### src/rtl/core/kmp_pkg.sv
// shared types and constants for the kmp stream matcher
// used by kmp_ctrl, kmp_dp and kmp_stream_matcher_top; no dependencies
`default_nettype none

package kmp_pkg;

  localparam int PatternMax = 64;
  localparam int PosWidth   = 32;
  localparam int LenWidth   = $clog2(PatternMax + 1);
  localparam int AddrWidth  = $clog2(PatternMax);

  typedef enum logic [1:0] {
    FuncStart   = 2'd0,
    FuncAppend  = 2'd1,
    FuncText    = 2'd2,
    FuncRestart = 2'd3
  } func_e;

  typedef enum logic [1:0] {
    StatOk    = 2'd0,
    StatFull  = 2'd1,
    StatEmpty = 2'd2
  } status_e;

  typedef struct packed {
    func_e      func;
    logic [7:0] data_byte;
  } in_t;

  typedef struct packed {
    logic                match_found;
    logic [PosWidth-1:0] match_start;
    logic [LenWidth-1:0] matched_length;
    logic [1:0]          status;
  } out_t;

  // controller to datapath
  typedef struct packed {
    logic capture;
    logic step;
    logic fixup;
    logic emit;
  } kmp_cmd_t;

  // datapath to controller
  typedef struct packed {
    logic simple;
    logic walk_done;
    logic full_match;
  } kmp_status_t;

endpackage

`default_nettype wire

### src/rtl/core/kmp_ctrl.sv
// sequencing state machine for the kmp stream matcher
// depends on kmp_pkg; drives kmp_dp through kmp_cmd_t
`default_nettype none

module kmp_ctrl
  import kmp_pkg::*;
(
  input  logic        clk_i,
  input  logic        rst_ni,
  input  logic        in_valid_i,
  output logic        in_ready_o,
  output logic        out_valid_o,
  input  logic        out_ready_i,
  input  kmp_status_t status_i,
  output kmp_cmd_t    cmd_o
);

  typedef enum logic [1:0] {
    StIdle,
    StWalk,
    StFixup,
    StDone
  } state_e;

  state_e state_q, state_d;
  logic   out_valid_q, out_valid_d;
  logic   slot_free;

  assign in_ready_o  = (state_q == StIdle);
  assign out_valid_o = out_valid_q;
  assign slot_free   = !out_valid_q || out_ready_i;

  always_comb begin
    cmd_o.capture = in_valid_i && (state_q == StIdle);
    cmd_o.step    = (state_q == StWalk);
    cmd_o.fixup   = (state_q == StFixup);
    cmd_o.emit    = (state_q == StDone) && slot_free;
  end

  always_comb begin
    state_d     = state_q;
    out_valid_d = out_ready_i ? 1'b0 : out_valid_q;
    unique case (state_q)
      StIdle: begin
        if (in_valid_i) begin
          state_d = status_i.simple ? StDone : StWalk;
        end
      end
      StWalk: begin
        if (status_i.walk_done) begin
          state_d = status_i.full_match ? StFixup : StDone;
        end
      end
      StFixup: begin
        state_d = StDone;
      end
      StDone: begin
        if (slot_free) begin
          out_valid_d = 1'b1;
          state_d     = StIdle;
        end
      end
      default: begin
        state_d = StIdle;
      end
    endcase
  end

  always_ff @(posedge clk_i or negedge rst_ni) begin
    if (!rst_ni) begin
      state_q     <= StIdle;
      out_valid_q <= 1'b0;
    end else begin
      state_q     <= state_d;
      out_valid_q <= out_valid_d;
    end
  end

  // one item in flight: an accepted transfer closes the input for the next cycle
  a_single_item: assert property (@(posedge clk_i) disable iff (!rst_ni)
    (in_valid_i && in_ready_o) |=> !in_ready_o)
    else $error("input accepted twice in a row");

  a_fixup_after_walk: assert property (@(posedge clk_i) disable iff (!rst_ni)
    (state_q == StFixup) |-> ($past(state_q) == StWalk))
    else $error("fixup not entered from walk");

  a_emit_shows: assert property (@(posedge clk_i) disable iff (!rst_ni)
    cmd_o.emit |=> (out_valid_o && in_ready_o))
    else $error("emitted result not presented");

endmodule

`default_nettype wire

### src/rtl/core/kmp_dp.sv
// datapath of the kmp stream matcher: pattern and failure memories,
// walk register, search state and result registers; depends on kmp_pkg
`default_nettype none

module kmp_dp
  import kmp_pkg::*;
(
  input  logic        clk_i,
  input  logic        rst_ni,
  input  in_t         in_data_i,
  input  kmp_cmd_t    cmd_i,
  output kmp_status_t status_o,
  output out_t        out_data_o
);

  logic [7:0]          pat_mem [PatternMax];
  logic [LenWidth-1:0] pre_mem [PatternMax];

  logic [7:0]          pat_rd_q;
  logic [LenWidth-1:0] pre_rd_q;

  func_e               func_q;
  logic [7:0]          byte_q;
  logic [LenWidth-1:0] k_q, k_d;
  logic [LenWidth-1:0] len_q, len_d;
  logic [LenWidth-1:0] build_q, build_d;
  logic [LenWidth-1:0] prog_q, prog_d;
  logic [PosWidth-1:0] pos_q, pos_d;
  out_t                res_q, res_d;
  out_t                out_q;

  logic                wr_en;
  logic [AddrWidth-1:0] wr_addr;
  logic [7:0]          wr_byte;
  logic [LenWidth-1:0] wr_pre;
  logic [LenWidth-1:0] k_dm1;

  logic                mismatch, walk_done, full_match, is_empty, is_full;
  logic [LenWidth-1:0] k_hit;
  logic [PosWidth-1:0] pos_inc;

  assign is_empty   = (len_q == '0);
  assign is_full    = (len_q == LenWidth'(PatternMax));
  assign mismatch   = (pat_rd_q != byte_q);
  assign k_hit      = k_q + {{(LenWidth-1){1'b0}}, !mismatch};
  assign walk_done  = (k_q == '0) || !mismatch;
  assign full_match = walk_done && (func_q == FuncText) && (k_hit == len_q);
  assign pos_inc    = pos_q + PosWidth'(1);
  assign k_dm1      = k_d - LenWidth'(1);

  always_comb begin
    status_o.simple     = !(((in_data_i.func == FuncAppend) && !is_empty && !is_full) ||
                            ((in_data_i.func == FuncText) && !is_empty));
    status_o.walk_done  = walk_done;
    status_o.full_match = full_match;
  end

  always_comb begin
    k_d     = k_q;
    len_d   = len_q;
    build_d = build_q;
    prog_d  = prog_q;
    pos_d   = pos_q;
    res_d   = res_q;
    wr_en   = 1'b0;
    wr_addr = len_q[AddrWidth-1:0];
    wr_byte = byte_q;
    wr_pre  = k_hit;

    if (cmd_i.capture) begin
      res_d.match_found    = 1'b0;
      res_d.match_start    = '0;
      res_d.matched_length = prog_q;
      res_d.status         = StatOk;
      unique case (in_data_i.func)
        FuncStart: begin
          wr_en   = 1'b1;
          wr_addr = '0;
          wr_byte = in_data_i.data_byte;
          wr_pre  = '0;
          len_d   = LenWidth'(1);
          build_d = '0;
          prog_d  = '0;
          pos_d   = '0;
          res_d.matched_length = '0;
        end
        FuncAppend: begin
          if (is_empty) begin
            wr_en   = 1'b1;
            wr_addr = '0;
            wr_byte = in_data_i.data_byte;
            wr_pre  = '0;
            len_d   = LenWidth'(1);
            build_d = '0;
          end else if (is_full) begin
            res_d.status = StatFull;
          end else begin
            k_d = build_q;
          end
        end
        FuncText: begin
          if (is_empty) begin
            res_d.status         = StatEmpty;
            res_d.matched_length = '0;
            prog_d               = '0;
            pos_d                = pos_inc;
          end else begin
            k_d = prog_q;
          end
        end
        FuncRestart: begin
          prog_d = '0;
          pos_d  = '0;
          res_d.matched_length = '0;
        end
        default: begin
          prog_d = prog_q;
        end
      endcase
    end else if (cmd_i.step) begin
      if (!walk_done) begin
        // follow the failure link
        k_d = pre_rd_q;
      end else if (func_q == FuncAppend) begin
        wr_en   = 1'b1;
        build_d = k_hit;
        len_d   = len_q + LenWidth'(1);
        res_d.match_found    = 1'b0;
        res_d.match_start    = '0;
        res_d.matched_length = prog_q;
        res_d.status         = StatOk;
      end else if (full_match) begin
        // k_d - 1 addresses the last failure entry for the fixup read
        k_d = k_hit;
      end else begin
        prog_d = k_hit;
        pos_d  = pos_inc;
        res_d.match_found    = 1'b0;
        res_d.match_start    = '0;
        res_d.matched_length = k_hit;
        res_d.status         = StatOk;
      end
    end else if (cmd_i.fixup) begin
      prog_d = pre_rd_q;
      pos_d  = pos_inc;
      res_d.match_found    = 1'b1;
      res_d.match_start    = pos_q - {{(PosWidth-LenWidth){1'b0}}, len_q} + PosWidth'(1);
      res_d.matched_length = pre_rd_q;
      res_d.status         = StatOk;
    end
  end

  always_ff @(posedge clk_i or negedge rst_ni) begin
    if (!rst_ni) begin
      len_q   <= '0;
      build_q <= '0;
      prog_q  <= '0;
      pos_q   <= '0;
    end else begin
      len_q   <= len_d;
      build_q <= build_d;
      prog_q  <= prog_d;
      pos_q   <= pos_d;
    end
  end

  always_ff @(posedge clk_i) begin
    if (cmd_i.capture) begin
      func_q <= in_data_i.func;
      byte_q <= in_data_i.data_byte;
    end
    k_q   <= k_d;
    res_q <= res_d;
    if (cmd_i.emit) begin
      out_q <= res_q;
    end
  end

  // memories: one write port, one registered read port each
  always_ff @(posedge clk_i) begin
    if (wr_en) begin
      pat_mem[wr_addr] <= wr_byte;
      pre_mem[wr_addr] <= wr_pre;
    end
    pat_rd_q <= pat_mem[k_d[AddrWidth-1:0]];
    pre_rd_q <= pre_mem[k_dm1[AddrWidth-1:0]];
  end

  assign out_data_o = out_q;

  a_prog_below_len: assert property (@(posedge clk_i) disable iff (!rst_ni)
    (len_q != '0) |-> (prog_q < len_q))
    else $error("search progress reached pattern length");

  a_build_below_len: assert property (@(posedge clk_i) disable iff (!rst_ni)
    (len_q != '0) |-> (build_q < len_q))
    else $error("build prefix reached pattern length");

  a_full_only_text: assert property (@(posedge clk_i) disable iff (!rst_ni)
    (cmd_i.step && full_match) |=> (cmd_i.fixup && (k_q == len_q)))
    else $error("full match not followed by fixup");

endmodule

`default_nettype wire

### src/rtl/core/kmp_stream_matcher_top.sv
// Knuth-Morris-Pratt stream matcher, top level: a pattern of up to 64 bytes
// loaded one byte per transfer with its failure table built on the fly, then
// text bytes streamed one per transfer, every occurrence (overlaps included)
// reported with its start position. Items are processed one at a time. Start,
// restart, an append to an empty pattern, a byte dropped on a full pattern and
// text with no pattern go straight from capture to the result hand-off. Other
// pattern appends and text bytes first run the failure walk, one link per cycle
// through the registered read port of the pattern and failure memories, then a
// fixup step when the byte completes an occurrence, then the hand-off. Over a
// text stream the walk averages at most two comparisons per byte. A finished
// result sits in the output register, so the next input transfer is taken
// while it waits; a second finished result holds until that register frees.
// Memories hold garbage until written.
// depends on kmp_pkg, kmp_ctrl and kmp_dp
`default_nettype none

module kmp_stream_matcher_top
  import kmp_pkg::*;
(
  input  logic clk_i,
  input  logic rst_ni,
  // pattern and text items
  input  logic in_valid_i,
  output logic in_ready_o,
  input  in_t  in_data_i,
  // one result per item
  output logic out_valid_o,
  input  logic out_ready_i,
  output out_t out_data_o
);

  // command and status between the sequencer and the datapath
  kmp_cmd_t    cmd;
  kmp_status_t dp_status;

  // sequencer: idle, failure walk, full-match fixup, result hand-off
  kmp_ctrl u_ctrl (
    .clk_i       (clk_i),
    .rst_ni      (rst_ni),
    .in_valid_i  (in_valid_i),
    .in_ready_o  (in_ready_o),
    .out_valid_o (out_valid_o),
    .out_ready_i (out_ready_i),
    .status_i    (dp_status),
    .cmd_o       (cmd)
  );

  // datapath: memories, walk register, search state, output register
  kmp_dp u_dp (
    .clk_i      (clk_i),
    .rst_ni     (rst_ni),
    .in_data_i  (in_data_i),
    .cmd_i      (cmd),
    .status_o   (dp_status),
    .out_data_o (out_data_o)
  );

endmodule

`default_nettype wire

### config.mk
export PLATFORM = sky130hd
export DESIGN_NAME = kmp_stream_matcher_top
export DESIGN_NICKNAME = d
export VERILOG_FILES = /design/src/rtl/core/kmp_pkg.sv /design/src/rtl/core/kmp_ctrl.sv /design/src/rtl/core/kmp_dp.sv /design/src/rtl/core/kmp_stream_matcher_top.sv
export SDC_FILE = /design/constraint.sdc
export NUM_CORES = 2
export LEC_CHECK = 0
export BUFFER_PORTS_ARGS = -buffer_cell sky130_fd_sc_hd__buf_4
export CORE_MARGIN = 3
export CORE_UTILIZATION = 60
export DETAILED_ROUTE_END_ITERATION = 12
export GPL_TIMING_DRIVEN = 0
export HOLD_SLACK_MARGIN = 0.06
export PLACE_DENSITY = 0.75
export SLEW_MARGIN = 20
export SYNTH_ARGS = -nofsm -noshare
export SYNTH_HDL_FRONTEND = slang
export SYNTH_HIERARCHICAL = 1
export SYNTH_SLANG_ARGS = --single-unit
### constraint.sdc
create_clock -name clk_i -period 6.9 [get_ports clk_i]
set_clock_uncertainty 0.05 [all_clocks]
set_input_delay 0.69 -clock clk_i [delete_from_list [all_inputs] [get_ports clk_i]]
set_output_delay 0.69 -clock clk_i [all_outputs]
set_load 0.01 [all_outputs]
== After elaboration in Yosys (flattened, before gate mapping) ==
Memory sizes are Yosys's and may differ from the RTL's. A register that Yosys moved wholly into a read port is not among the register bits.
Cells that the tools add are included.
Cells by class
  $add $sub $neg: 6
  reduce and logical (&&, ||, !) cells: 29
  muxes and demuxes: 73
  equal/unequal tests: 23
Operators with widths (number)
  $mux W32: 7
  $mux W42: 5
  $mux W7: 26
  $pmux W7 S2: 6
  $add A32 B1 Y32 const B: 2
  $pmux W32 S2: 1
  $sub A32 B7 Y32: 1
  $mux W9: 2
  $mux W8: 2
  $pmux W8 S2: 1
  $logic_not A7 Y1: 2
  $mux W1: 12
  $mux W6: 2
  $pmux W6 S2: 1
  $eq A2 B2 Y1 const B: 5
  $mux W2: 5
  $ne A3 B2 Y1 const B: 3
  $ne A3 B3 Y1 const B: 3
  $reduce_and A3 Y1: 3
  $ne A8 B8 Y1: 1
  $pmux W2 S4: 1
  $reduce_bool A2 Y1: 4
  $add A7 B1 Y7: 1
  $add A7 B1 Y7 const B: 1
  other kinds (18): 34
Word-level totals
  bits in writable memories: 960
  output and inout bits: 44
  logic and storage cells: 150
  memories: 2
  register bits: 157
Memories
  u_dp.pat_mem: words 64, width 8, read ports 1, clocked after Yosys merged registers in 1, write ports 1, line kmp_dp.sv:16  | logic [7:0] pat_mem [PatternMax];
  u_dp.pre_mem: words 64, width 7, read ports 1, clocked after Yosys merged registers in 1, write ports 1, line kmp_dp.sv:17  | logic [LenWidth-1:0] pre_mem [PatternMax];

== Logic depth before layout (Yosys ltp) ==
  depth after elaboration: 11
  mapped depth: 23
  gate-level depth less buffers: 18

== Modules after synthesis ==
The synthesis kept the hierarchy.
By module, submodules not included
  kmp_dp: seq. area each 33096.7 um2, area each 46524.6 um2, cells each 3094, times used 1
  kmp_ctrl: seq. area each 75.1 um2, area each 247.7 um2, cells each 22, times used 1

== Worst setup path after synthesis ==
No wires, ideal clock.
  kind: register to register
  from: register u_dp.byte_q[1]
  to: register u_dp.pre_rd_q[0] (read register of u_dp.pre_mem)
  setup slack: 1.530 ns
  path buffers: 6
  stages on the path, launching flop included: 23
  clock period less this slack: 5.370 ns
  required time: 6.730 ns
  setup time: 0.120 ns
  arrival: 5.200 ns
  cells stage by stage: edfxtp_1 > xnor2_1 > nand4_1 > nor2_1 > ha_1 > nand4_2 > o21a_1 > or4_1 > a21o_1 > buf_6 > mux2i_1 > a21oi_2 > inv_2 > buf_2 > buf_2 > buf_1 > ha_1 > clkbuf_1 > clkbuf_1 > mux4_2 > mux4_2 > a22oi_1 > nand2_1
Between the ends
  word-level cells in the longest chain between the ends: 11
Ends and longest elaborated chain
  start, declared: line kmp_dp.sv:23  | logic [7:0] byte_q;
  start signal, assigned: line kmp_dp.sv:170  | byte_q <= in_data_i.data_byte;
  $ne A8 B8 Y1 *: line kmp_dp.sv:44  | assign mismatch = (pat_rd_q != byte_q);
  $logic_not A1 Y1 *: line kmp_dp.sv:45, kmp_dp.sv:46
  $add A7 B1 Y7 / $logic_or A1 B1 Y1 (equally long branches): line kmp_dp.sv:45, kmp_dp.sv:46
  $eq A7 B7 Y1 / $logic_and A1 B1 Y1 (equally long branches): line kmp_dp.sv:47  | assign full_match = walk_done && (func_q == FuncText) && (k_hit == len_q);
  $logic_and A1 B1 Y1: line kmp_dp.sv:47
  $mux W7: line kmp_dp.sv:132  | end else if (full_match) begin
  $mux W7: line kmp_dp.sv:124  | end else if (func_q == FuncAppend) begin
  $mux W7 *: line kmp_dp.sv:121  | if (!walk_done) begin
  $mux W7 *: line kmp_dp.sv:120  | end else if (cmd_i.step) begin
  $mux W7 *: line kmp_dp.sv:70  | if (cmd_i.capture) begin
  $sub A6 B1 Y6 *: line kmp_dp.sv:49  | assign k_dm1 = k_d - LenWidth'(1);
  end, declared: line kmp_dp.sv:20  | logic [LenWidth-1:0] pre_rd_q;
Every way passes the cells marked *; elsewhere a longest branch is shown, timed or not.
A chain may end at the register's enable or synchronous reset.

== Final worst setup path ==
  from: register u_dp.byte_q[2]
  to: register u_dp.pat_rd_q[3] (read register of u_dp.pat_mem)
Between the ends
  word-level cells in the longest chain between the ends: 10
Ends and longest elaborated chain
  $ne A8 B8 Y1 *: line kmp_dp.sv:44
  $logic_not A1 Y1 *: line kmp_dp.sv:45, kmp_dp.sv:46
  $add A7 B1 Y7 / $logic_or A1 B1 Y1 (equally long branches): line kmp_dp.sv:45, kmp_dp.sv:46
  $eq A7 B7 Y1 / $logic_and A1 B1 Y1 (equally long branches): line kmp_dp.sv:47
  $logic_and A1 B1 Y1: line kmp_dp.sv:47
  $mux W7: line kmp_dp.sv:132
  $mux W7: line kmp_dp.sv:124
  $mux W7 *: line kmp_dp.sv:121
  $mux W7 *: line kmp_dp.sv:120
  $mux W7 *: line kmp_dp.sv:70
  end, declared: line kmp_dp.sv:19  | logic [7:0] pat_rd_q;
Marked as above.

==> results.json <==
{
  "fin_ws_ns": -0.181,
  "dp_hpwl_um": 93100,
  "clk_pin_slew_ns": 0.06,
  "antenna_found_initial": 5,
  "cp.required_ns": 7.44,
  "core-area_mm2": 0.0766,
  "ys_seq_area_frac": 0.709,
  "io_buffers": 57,
  "ys_ff_latch": 1132,
  "cts_tree": "built",
  "grt-ovfl-total": 0,
  "wirelength_um": 145000,
  "slew_viol_final": 0,
  "slew_headroom": 0.151,
  "period_needed_ns": 7.08,
  "place_area_mm2": 0.0495,
  "status": "finished with violations",
  "post-route-period-util": 1.03,
  "drive_gt1_frac": 0.174,
  "crit_path_start_kind": "flip-flop",
  "cp.arrival_ns": 7.62,
  "seqCellArea_mm2": 0.0332,
  "path_max_fanout": 10,
  "wl_per_cell_um": 32.6,
  "die_x_um": 285,
  "cts_num_sinks": 1132,
  "drc_errors": 0,
  "dr.pass1.iters": 7,
  "grt_pass1_vias": 29700,
  "vias_per_cell": 6.95,
  "detailedPlace.worstSlack_ns": -1.69,
  "fill_cells": 4948,
  "async_flop_share": 0.0495,
  "design_area_mm2": 0.0532,
  "grt_start_max_net_pins": 65,
  "cts-htree-levels": 3,
  "synth_area_leaders": "edfxtp_1, mux4_2, nand2_1",
  "place_congestion": 1.01,
  "die_area_mm2": 0.0813,
  "clock_latency_ns": 0.69,
  "syn-num-nets": 3204,
  "drt_iter0_drc": 5201,
  "fmax_mhz": 141,
  "endpoint_kind": "flip-flop",
  "max_cap_viol_count": 0,
  "areaGrowthSynthToFinish_pct": 13.7,
  "clk_path_buf_depth": 3,
  "die_h_um": 285,
  "vias": 30800,
  "start_util": 0.611,
  "worstSetupPathType": "flip-flop to flip-flop",
  "violations": "setup timing",
  "grt_pass1_wl_um": 206000,
  "ys.flop_type": "edfxtp_1",
  "yosysWarnings": 6,
  "final_hold_viol_count": 0,
  "min_path_type": "primary input to flip-flop",
  "postRouteAntennaNets": 0,
  "synth_top_area_frac": 0.656,
  "syn_inst": 3116,
  "synth_top_area_cell": "edfxtp_1",
  "syn_area_mm2": 0.0468,
  "grt_usage": 0.355,
  "synth_area_per_cell_um2": 15.0,
  "numCtsBuffers": 109,
  "root_buffer": "clkbuf_16",
  "setup_tns_ns": -0.360,
  "tightest_slew_ns": 1.27,
  "io_pins": 58,
  "synth_edf_count": 1022,
  "nets": 3401,
  "yosysUniqueCellTypes": 85,
  "rsz0062_at_grt": "no",
  "rows": 101,
  "setup_viol": 3,
  "multi_input_area_mm2": 0.0132
}
repair_timing:
action	CTS	global route
endpoints found under the setup margin	13	7
setup buffers	0	3
pin swaps	0	1
cloned	0	0
hold buffers	1	0
resized for setup	17	10
hold endpoints to repair	24	0
final timing paths:
| kind | startpoint | to | slack (ns) | cells past startpoint |
|---|---|---|---|---|
| worst max-delay path | u_dp/byte_q[2] | u_dp/pat_rd_q[3] | -0.18 | 18 |
| worst min-delay path | in_data_i[4] | u_dp/byte_q[4] | 0.15 | 1 |
| worst max register to register | u_dp/byte_q[2] | u_dp/pat_rd_q[3] | -0.18 | 18 |
| worst min register to register | u_dp/res_q[6] | u_dp/out_data_o[6] | 0.37 | 0 |
| min in group asynchronous | rst_ni | u_dp/prog_q[1] | 0.60 | 2 |
| max in group asynchronous | rst_ni | u_dp/pos_q[16] | 5.69 | 2 |
cell usage in the layout, fill, tap and decap left out, types with 54 or more instances in the layout:
| master | instances |
|---|---|
| edfxtp_1 | 1022 |
| nor2_4 | 63 |
| dfrtp_1 | 56 |
| buf_4 | 68 |
| dfxtp_1 | 54 |
| inv_1 | 57 |
| nand3_1 | 103 |
| clkbuf_1 | 86 |
| nand2_1 | 458 |
| ha_1 | 73 |
| mux4_2 | 140 |
| xnor2_1 | 66 |
| a21oi_1 | 87 |
| clkbuf_16 | 109 |
| o21ai_0 | 90 |
| and3_1 | 68 |
| nor2_1 | 170 |
state kept, by name, indices dropped and copies added (netlist names):
signal,flops
u_dp/pos_q,32
u_dp/build_q,7
u_dp/pre_mem,448
u_dp/res_q,42
u_dp/prog_q,7
u_ctrl/state_q,2
u_dp/len_q,7
u_dp/pat_rd_q,8
u_dp/pat_mem,512
u_dp/func_q,2
u_dp/k_q,7
u_ctrl/out_valid_o,1
u_dp/pre_rd_q,7
u_dp/out_data_o,42
u_dp/byte_q,8
Yosys cell counts, types with 5 or more instances:
cell type and instances:
a311oi_1 39, nand3_1 103, buf_4 8, buf_6 6
a21o_1 19, nor2_1 243, a22oi_1 28, o22ai_1 15
ha_1 73, o221ai_1 6, edfxtp_1 1022, inv_2 5
a31oi_1 31, nand4_1 24, xnor2_1 68, o32ai_1 10
clkbuf_1 75, nand2b_1 7, a2111oi_0 5, and3_1 68
buf_2 52, and2_1 7, nand2_1 459, dfxtp_1 54
nor3_1 30, dfrtp_1 56, o21a_1 11, mux2i_1 46
a21oi_1 88, inv_1 57, mux2_2 12, o21ai_0 90
a221oi_1 8, clkinv_1 6, buf_1 14, xor2_1 13
mux4_2 140, nor2b_1 9, a22o_1 18, o211ai_1 6
a311o_1 6
layer usage:
metal,part of all wire,track usage,vias up
li1,-,-,12300
met1,0.35,0.480,15100
met2,0.43,0.518,2825
met3,0.15,0.110,626
met4,0.069,0.197,6
met5,0.00034,0,-
critical path: stages (launching register included):
cell	delay [ns]
edfxtp_1	0.42
xnor2_1	0.16
nand4_1	0.17
nor2_1	0.15
ha_1	0.24
nand4_2	0.22
o21a_1	0.25
or4_1	0.54
a21o_1	0.21
buf_6	0.14
a211oi_1	0.28
nand2_1	0.47
inv_2	0.47
buf_1	0.68
clkbuf_2	0.52
nor2_1	0.32
a2111oi_0	1.05
a21oi_1	0.36
nand3_1	0.26
cell type report:
cell class	count	area share
flip-flops and latches	1132	0.624
clock inverters	67	0.0133
well taps	1030	0.0242
inverters	68	0.00487
diodes	2	0.0000941
clock buffers	137	0.0538
repair buffers	88	0.0182
multi-input cells	1761	0.248
plain buffers	153	0.0138
stage by stage:
step | hold WS (ns) | utilization | cells
floorplan | 0.344 | - | 3116
global placement | 0.352 | 0.633 | 4203
detailed placement | 0.355 | 0.647 | 4230
CTS | 0.127 | 0.694 | 4433
global route | 0.136 | 0.695 | 4436
finish | 0.154 | 0.695 | 4438
cells by family (layout without fill, tap and decap cells):
logic type / count (synthesis) / count (layout) / share of synthesized area
flops: 1132 / 1132 / 0.709
simple gates: 980 / 980 / 0.0915
compound gates: 426 / 426 / 0.0621
buf+inv: 223 / 513 / 0.0209
mux: 198 / 198 / 0.0801
xor+xnor: 83 / 83 / 0.0162
fa+ha+maj: 74 / 74 / 0.0200
other cells: 0 / 2 / 0
Power is not shown: default switching activity piles up to over one toggle a cycle in this logic, so the estimate is an artifact.
